===== src/hw/rtl/dxs_pkg.sv =====
// ----------------------------------------------------------------------------
// dxs_pkg
// types, constants and helpers of the double exponential smoother
// ----------------------------------------------------------------------------
package dxs_pkg;

  localparam int GAIN_W   = 17;
  localparam int DATA_W   = 32;
  localparam int OPB_W    = 34;
  localparam int PROD_W   = GAIN_W + 1 + OPB_W;
  localparam int IDX_W    = 2;

  localparam logic [GAIN_W-1:0] GAIN_ONE  = 17'd65536;
  localparam logic [GAIN_W-1:0] GAIN_HALF = 17'd32768;

  // register indexes
  localparam logic [IDX_W-1:0] REG_ESTIMATE_GAIN    = 2'd0;
  localparam logic [IDX_W-1:0] REG_TREND_GAIN       = 2'd1;
  localparam logic [IDX_W-1:0] REG_INITIAL_ESTIMATE = 2'd2;
  localparam logic [IDX_W-1:0] REG_INITIAL_TREND    = 2'd3;

  typedef enum logic [3:0] {
    S_IDLE,
    S_START,
    S_GC,
    S_TC,
    S_LEVEL,
    S_DIFF,
    S_MUL_T,
    S_SUM,
    S_FIN
  } state_t;

  typedef enum logic [3:0] {
    OP_NOP,
    OP_TAKE,
    OP_MUL_G,
    OP_MUL_GC,
    OP_MUL_TC,
    OP_LEVEL,
    OP_DIFF,
    OP_MUL_T,
    OP_SUM,
    OP_FIN
  } dp_op_t;

  typedef struct packed {
    dp_op_t op;
  } dp_cmd_t;

  typedef struct packed {
    logic load;
  } dp_status_t;

  // add half, floor shift by 16, clamp to 32 bits
  function automatic logic signed [DATA_W-1:0] round_sat(
    input logic signed [PROD_W-1:0] x
  );
    logic signed [PROD_W-1:0]    r;
    logic signed [PROD_W-17:0]   q;
    logic signed [DATA_W-1:0]    y;
    r = x + PROD_W'(GAIN_HALF);
    q = r[PROD_W-1:16];
    if (q > 36'sh07FFFFFFF) begin
      y = 32'sh7FFFFFFF;
    end else if (q < 36'shF80000000) begin
      y = 32'sh80000000;
    end else begin
      y = q[DATA_W-1:0];
    end
    return y;
  endfunction

endpackage


===== src/hw/rtl/dxs_ctrl.sv =====
// ----------------------------------------------------------------------------
// dxs_ctrl
// sequencer of the smoother: steps the shared multiplier, owns the handshakes
// ----------------------------------------------------------------------------
module dxs_ctrl (
  input  logic                clk,
  input  logic                rst,
  input  logic                in_valid,
  output logic                in_ready,
  output logic                out_valid,
  input  logic                out_ready,
  input  dxs_pkg::dp_status_t status,
  output dxs_pkg::dp_cmd_t    cmd
);
  import dxs_pkg::*;

  state_t state;
  state_t state_next;
  logic   out_free;
  logic   out_valid_next;

  assign out_free = !out_valid || out_ready;

  always_ff @(posedge clk) begin
    if (rst) begin
      state     <= S_IDLE;
      out_valid <= 1'b0;
    end else begin
      state     <= state_next;
      out_valid <= out_valid_next;
    end
  end

  // next state
  always_comb begin
    state_next = state;
    unique case (state)
      S_IDLE:  if (in_valid) state_next = S_START;
      S_START: state_next = status.load ? S_FIN : S_GC;
      S_GC:    state_next = S_TC;
      S_TC:    state_next = S_LEVEL;
      S_LEVEL: state_next = S_DIFF;
      S_DIFF:  state_next = S_MUL_T;
      S_MUL_T: state_next = S_SUM;
      S_SUM:   state_next = S_FIN;
      S_FIN:   if (out_free) state_next = S_IDLE;
      default: state_next = S_IDLE;
    endcase
  end

  // outputs
  always_comb begin
    cmd.op         = OP_NOP;
    in_ready       = 1'b0;
    out_valid_next = out_valid && !out_ready;
    unique case (state)
      S_IDLE: begin
        in_ready = 1'b1;
        if (in_valid) cmd.op = OP_TAKE;
      end
      S_START: cmd.op = status.load ? OP_NOP : OP_MUL_G;
      S_GC:    cmd.op = OP_MUL_GC;
      S_TC:    cmd.op = OP_MUL_TC;
      S_LEVEL: cmd.op = OP_LEVEL;
      S_DIFF:  cmd.op = OP_DIFF;
      S_MUL_T: cmd.op = OP_MUL_T;
      S_SUM:   cmd.op = OP_SUM;
      S_FIN: begin
        if (out_free) begin
          cmd.op         = OP_FIN;
          out_valid_next = 1'b1;
        end
      end
      default: cmd.op = OP_NOP;
    endcase
  end

endmodule


===== src/hw/rtl/dxs_datapath.sv =====
// ----------------------------------------------------------------------------
// dxs_datapath
// config registers, level and slope state, one shared multiplier, accumulator
// ----------------------------------------------------------------------------
module dxs_datapath (
  input  logic                              clk,
  input  logic                              rst,
  input  logic                              cfg_we,
  input  logic [dxs_pkg::IDX_W-1:0]         cfg_index,
  input  logic [dxs_pkg::DATA_W-1:0]        cfg_data,
  input  logic                              func,
  input  logic signed [dxs_pkg::DATA_W-1:0] sample,
  output logic signed [dxs_pkg::DATA_W-1:0] estimate,
  input  dxs_pkg::dp_cmd_t                  cmd,
  output dxs_pkg::dp_status_t               status
);
  import dxs_pkg::*;

  logic [GAIN_W-1:0]        est_gain;
  logic [GAIN_W-1:0]        trd_gain;
  logic [GAIN_W-1:0]        g;
  logic [GAIN_W-1:0]        t;
  logic signed [DATA_W-1:0] lvl;
  logic signed [DATA_W-1:0] slp;
  logic signed [DATA_W-1:0] smp;
  logic signed [DATA_W-1:0] nl;
  logic                     fn;
  logic signed [OPB_W-1:0]  opb;
  logic signed [PROD_W-1:0] prod;
  logic signed [PROD_W-1:0] acc;
  logic signed [GAIN_W:0]   mul_a;
  logic signed [OPB_W-1:0]  mul_b;

  // gains above one act as one
  assign g = (est_gain > GAIN_ONE) ? GAIN_ONE : est_gain;
  assign t = (trd_gain > GAIN_ONE) ? GAIN_ONE : trd_gain;

  assign status.load = fn;

  // multiplier operand select
  always_comb begin
    unique case (cmd.op)
      OP_MUL_G: begin
        mul_a = $signed({1'b0, g});
        mul_b = OPB_W'(smp);
      end
      OP_MUL_GC: begin
        mul_a = $signed({1'b0, GAIN_ONE - g});
        mul_b = opb;
      end
      OP_MUL_TC: begin
        mul_a = $signed({1'b0, GAIN_ONE - t});
        mul_b = OPB_W'(slp);
      end
      OP_MUL_T: begin
        mul_a = $signed({1'b0, t});
        mul_b = opb;
      end
      default: begin
        mul_a = '0;
        mul_b = '0;
      end
    endcase
  end

  // config and state
  always_ff @(posedge clk) begin
    if (rst) begin
      est_gain <= GAIN_HALF;
      trd_gain <= GAIN_HALF;
      lvl      <= '0;
      slp      <= '0;
    end else if (cfg_we) begin
      unique case (cfg_index)
        REG_ESTIMATE_GAIN:    est_gain <= cfg_data[GAIN_W-1:0];
        REG_TREND_GAIN:       trd_gain <= cfg_data[GAIN_W-1:0];
        REG_INITIAL_ESTIMATE: lvl      <= $signed(cfg_data);
        REG_INITIAL_TREND:    slp      <= $signed(cfg_data);
        default:              lvl      <= lvl;
      endcase
    end else if (cmd.op == OP_FIN) begin
      if (fn) begin
        lvl <= smp;
      end else begin
        lvl <= nl;
        slp <= round_sat(acc);
      end
    end
  end

  // working registers
  always_ff @(posedge clk) begin
    if (rst) begin
      fn <= 1'b0;
    end else if (cmd.op == OP_TAKE) begin
      fn <= func;
    end
  end

  always_ff @(posedge clk) begin
    unique case (cmd.op)
      OP_TAKE:   smp <= sample;
      OP_MUL_G: begin
        prod <= PROD_W'(mul_a * mul_b);
        opb  <= OPB_W'(lvl) + OPB_W'(slp);
      end
      OP_MUL_GC: begin
        prod <= PROD_W'(mul_a * mul_b);
        acc  <= prod;
      end
      OP_MUL_TC: begin
        prod <= PROD_W'(mul_a * mul_b);
        acc  <= acc + prod;
      end
      OP_LEVEL: begin
        nl  <= round_sat(acc);
        acc <= prod;
      end
      OP_DIFF:   opb  <= OPB_W'(nl) - OPB_W'(lvl);
      OP_MUL_T:  prod <= PROD_W'(mul_a * mul_b);
      OP_SUM:    acc  <= acc + prod;
      OP_FIN:    estimate <= fn ? smp : nl;
      default:   acc  <= acc;
    endcase
  end

endmodule


===== src/hw/rtl/double_exponential_smoother_top.sv =====
// a load word goes from start straight to write back; a smooth word runs the full sequence
// words are taken one at a time, a new one only after the last is written back, and
//   the single shared 18x34 multiplier forms the four products in turn
// the next word is accepted while the last result still waits in the output register
// reset (rst, synchronous, active high): gains 0.5, initial level and slope 0,
//   output empty
// ----------------------------------------------------------------------------
// double_exponential_smoother_top
// level and trend smoother, q16.16 data and q1.16 gains, 32-bit saturation
// ----------------------------------------------------------------------------
module double_exponential_smoother_top (
  input  logic                              clk,
  input  logic                              rst,
  // configuration write port
  input  logic                              cfg_we,
  input  logic [dxs_pkg::IDX_W-1:0]         cfg_index,
  input  logic [dxs_pkg::DATA_W-1:0]        cfg_data,
  // input words
  input  logic                              in_valid,
  output logic                              in_ready,
  input  logic                              func,
  input  logic signed [dxs_pkg::DATA_W-1:0] sample,
  // result words
  output logic                              out_valid,
  input  logic                              out_ready,
  output logic signed [dxs_pkg::DATA_W-1:0] estimate
);
  import dxs_pkg::*;

  // controller drives one step code per cycle, datapath reports the word kind
  dp_cmd_t    cmd;
  dp_status_t status;

  // sequencer: idle, start, three products (two into the level sum, one
  // into the slope sum), round, level difference, fourth product, slope sum,
  // then write back and present; a load word goes from start straight to write back
  dxs_ctrl u_ctrl (
    .clk       (clk),
    .rst       (rst),
    .in_valid  (in_valid),
    .in_ready  (in_ready),
    .out_valid (out_valid),
    .out_ready (out_ready),
    .status    (status),
    .cmd       (cmd)
  );

  // level and slope state, config registers, multiplier and accumulator;
  // writes to the initial registers also load the state at once
  dxs_datapath u_datapath (
    .clk       (clk),
    .rst       (rst),
    .cfg_we    (cfg_we),
    .cfg_index (cfg_index),
    .cfg_data  (cfg_data),
    .func      (func),
    .sample    (sample),
    .estimate  (estimate),
    .cmd       (cmd),
    .status    (status)
  );

endmodule


===== config.mk =====
export PLATFORM = sky130hd
export DESIGN_NAME = double_exponential_smoother_top
export DESIGN_NICKNAME = d
export VERILOG_FILES = /design/src/hw/rtl/dxs_pkg.sv /design/src/hw/rtl/dxs_ctrl.sv /design/src/hw/rtl/dxs_datapath.sv /design/src/hw/rtl/double_exponential_smoother_top.sv
export SDC_FILE = /design/constraint.sdc
export NUM_CORES = 2
export LEC_CHECK = 0
export ABC_AREA = 1
export BUFFER_PORTS_ARGS = -buffer_cell sky130_fd_sc_hd__buf_2
export CORE_MARGIN = 2
export CORE_UTILIZATION = 55
export CTS_BUF_LIST = sky130_fd_sc_hd__clkbuf_8 sky130_fd_sc_hd__clkbuf_16
export DETAILED_ROUTE_END_ITERATION = 10
export MAX_ROUTING_LAYER = met4
export PLACE_DENSITY = 0.72
export SYNTH_ARGS = -nofsm -noshare
export SYNTH_HDL_FRONTEND = slang
export SYNTH_HIERARCHICAL = 1
export SYNTH_SLANG_ARGS = --single-unit

===== constraint.sdc =====
create_clock -name clk -period 18.48 [get_ports clk]
set_clock_uncertainty 0.1 [all_clocks]
set_input_delay 3.696 -clock clk [delete_from_list [all_inputs] [get_ports clk]]
set_output_delay 3.696 -clock clk [all_outputs]
set_load 0.02 [all_outputs]

==> reports/results.tsv <==
stage	metric	value	unit
cts	Hold Buf Count CTS	0	
worst_setup_path	Worst path slowest cell	fa_1	
cts	CTS max path bufs	3	
logic_synthesis	simple-gate share of the synthesized area	0.201	
worst_setup_path	Worst Path Max Fanout	27	
logic_synthesis	count leader, synth	nand2_1	
floorplanning	Die X	284	um
final_layout	area of the multi-input gates	29400	um2
cts	clock sinks	337	
logic_synthesis	Gate Count Post-Synth	5574	
sta	Worst Tran Pin Value	1.18	ns
logic_synthesis	EDFF count, synth	233	
worst_setup_path	startpoint types	input pin	
worst_hold_path	hold endpoint	u_datapath/trd_gain[11]	
logic_synthesis	Syn Area/Cell	7.75	um2
final_layout	nets@finish	6470	
worst_hold_path	worst hold path class	reg -> reg	
logic_synthesis	Post-Syn Area	43200	um2
logic_synthesis	Yosys Warn Count	6	
final_layout	P&R area growth vs syn	6.56	%
worst_setup_path	R2R Setup Slk	8.72	ns
worst_setup_path	r2r startpoint	u_ctrl/state[3]	
logic_synthesis	leading area contributor after synthesis	fa_1	
logic_synthesis	compound-gate portion of the synthesized area	0.135	
cts	cts bufs inserted	40	
worst_setup_path	CP endpoint kind	register	
job	max-cap viol count	0	
status	status	complete, no violations	
sta	headroom to the max-slew limit	0.214	
worst_setup_path	slowest cell delay on critical path	0.84	ns
worst_hold_path	WHS Path Cells	2	
logic_synthesis	post-synthesis sequential area ratio	0.210	
cts	worst skew pair latency	0.58	ns
sta	final setup violation count	0	
logic_synthesis	Distinct cells, synth	56	
final_layout	Seq. cell area	9080	um2
logic_synthesis	Synth top area share	0.252	
global_route	global-route wire length before repair	232000	um
pwr	Leak	22.1	nW
sta	Fin Hold WS	0.397	ns
sta	Slew Viols, Final	0	
cts	clk root buf	clkbuf_16	
floorplanning	cell row count	102	
floorplanning	initial core utilization	0.557	
sta	final period utilization	0.677	
logic_synthesis	Post-synth ARST share	0	
detailed_routing	WL/cell	23.0	um
logic_synthesis	post-synthesis mux area share	0.000232	
logic_synthesis	synth cell count leaders	nand2_1, inv_1, fa_1, nor2_1, a21oi_1	
global_route	total gr overflow	0	
detailed_routing	Avg Vias per Cell	5.88	
cts	H-tree levels	2	
sta	final setup TNS	0	ns
logic_synthesis	adder-cell share of the synthesized area	0.321	
logic_synthesis	register bit total from synthesis	337	
cts	setup bufs post-CTS	0	
global_route	largest net degree at the start of global routing	100	
placed_design	detailed-placement wirelength estimate	121000	um
worst_setup_path	Critical Path Most Common Cell	nand2_1	
sta	final hold viol count	0	
final_layout	fill cell count	7315	
pwr	Peak VDD IR	0.0594	mV
detailed_routing	Routed Wire Length	154000	um
floorplanning	height of the die	284	um
worst_setup_path	Crit Path Class	in -> reg	
detailed_routing	Initial DRC Count	4252	
sta	RSZ-0062 raised after global routing	false	
floorplanning	IO Count	106	
pwr	Pwr Density	91.8	nW/um2
global_route	vias in the first global route	38628	
global_route	gr usage total	0.390	
placed_design	Placer Congestion	1.03	
logic_synthesis	post-synthesis xor/xnor area fraction	0.0219	
logic_synthesis	synth top area cells	fa_1, edfxtp_1, nand2_1	
final_layout	layout cell share with drive strength beyond 1	0.0694	
detailed_routing	Final ANT Viol Nets	0	
cts	CTS tree	built	
worst_setup_path	Critical Path RT	18.71	ns
placed_design	PortBufs	105	
sta	fmax	79.9	MHz
global_route	initial antenna violation count	4	
logic_synthesis	main combinational cell family by area after synthesis	adder cells	
detailed_routing	drt pass-1 iters	6	
cts	Reg clk slew, reported paths	0.06	ns
floorplanning	Die ar.	80800	um2
logic_synthesis	top_reg_cell synth	edfxtp_1	
detailed_routing	# DRC	0	
logic_synthesis	Synthesized Nets	6427	
cts	post-cts resize count	0	
detailed_routing	DR vias	39333	
sta	crit path time final	12.52	ns
worst_hold_path	Hold Crit Start	u_datapath/trd_gain[11]	
worst_setup_path	Worst Path Arrival	12.74	ns
floorplanning	Core ar.	77600	um2
worst_setup_path	worst reg-to-reg path cell count	34	
worst_setup_path	capturing point of the worst reg2reg path	u_datapath/prod[45]	
[worst max-delay path: cells and delay by family]
kind | cells | cell delay [ns]
fa+ha+maj | 8 | 4.03
xor+xnor | 1 | 0.07
compound gates | 1 | 0.23
simple gates | 17 | 3.89
buf+inv | 8 | 0.73
[how the worst max path moves through the flow]
stage	to	from	depth (start not counted)
after floorplan	u_datapath/prod[38]	out_ready	42
after global placement	u_datapath/prod[31]	out_ready	37
after detailed placement	u_datapath/prod[45]	out_ready	35
after CTS	u_datapath/prod[45]	out_ready	35
after global routing	u_datapath/prod[45]	out_ready	35
final	u_datapath/prod[45]	out_ready	35
[stage by stage]
step	total power (W)	utilization	instance area, um2	setup slack [ns]	instances
final	0.00422	0.593	46000	5.97	6692
after global routing	0.00444	0.593	46000	5.36	6692
after CTS	0.00417	0.593	46000	6.15	6689
after detailed placement	0.00330	0.575	44600	5.58	6615
after global placement	0.00328	0.575	44600	5.80	6615
after floorplan	0.00251	-	43200	7.58	5574
[power by group]
group | internal (W) | switching (W)
sequential | 0.00101 | 0.000145
combinational | 0.000635 | 0.00157
clock | 0.000502 | 0.000359
total | 0.00215 | 0.00208
[state kept, by name, summed over array words and instances (netlist names)]
name	count
u_datapath/trd_gain	17
u_ctrl/state	4
u_datapath/est_gain	17
u_datapath/acc	52
u_ctrl/out_valid	1
u_datapath/estimate	32
u_datapath/lvl	32
u_datapath/status	1
u_datapath/prod	52
u_datapath/smp	32
u_datapath/slp	32
u_datapath/nl	32
u_datapath/opb	33
[layout make-up]
cell class / count / share of cell area
Timing Repair Buffer: 156 / 0.0197
Tap cell: 1040 / 0.0283
Inverter: 1053 / 0.0859
Clock inverter: 30 / 0.00756
Antenna cell: 3 / 0.000163
Clock buffer: 44 / 0.0229
Multi-Input combinational cell: 4029 / 0.638
Sequential cell: 337 / 0.197
[kinds of logic (layout without fill, tap and decap cells)]
group	after synthesis	in the layout
muxes	1	1
xor gates and xnor gates	108	108
AOI/OAI and AO/OA	1035	1035
other	0	3
buffers and inverters	1208	1283
DFF	337	337
adders and majority gates	781	781
and+or+nand+nor	2104	2104
[cell usage in the layout (no fill, tap or decap), types with 8 or more instances in the layout]
master     Yosys  layout
inv_1       1013    1015
nand2_1     1227    1226
dfxtp_1      104     104
nand2_2       23      24
o21a_1        10      10
nor2_1       502     495
fa_1         543     543
o21ai_0      334     334
nor4_1        13      13
clkbuf_16      0      40
clkinv_1      12      14
xor2_1        71      71
buf_2         36     105
a21o_1        26      26
a31oi_1       56      56
o21bai_1      25      24
ha_1         238     238
inv_2         27      29
nor2_2        10      12
nand4_1       32      32
a22o_1        18      18
edfxtp_1     233     233
or2_2         19      19
buf_4          8      51
xnor2_1       37      37
a21oi_1      474     473
nand3b_1      10      10
a21oi_2       47      48
nand3_1      209     208
nor3_1        32      32
and3_1         8       8
[routing by layer]
| layer | GRT usage | routed length [um] | vias to the layer above |
|---|---|---|---|
| met2 | 0.608 | 70300 | 2089 |
| li1 | - | - | 17748 |
| met4 | 0.202 | 9560 | 0 |
| met5 | - | 0 | - |
| met3 | 0.0788 | 16000 | 481 |
| met1 | 0.480 | 58100 | 19015 |
No activity file was read; power rests on OpenSTA's default activity.
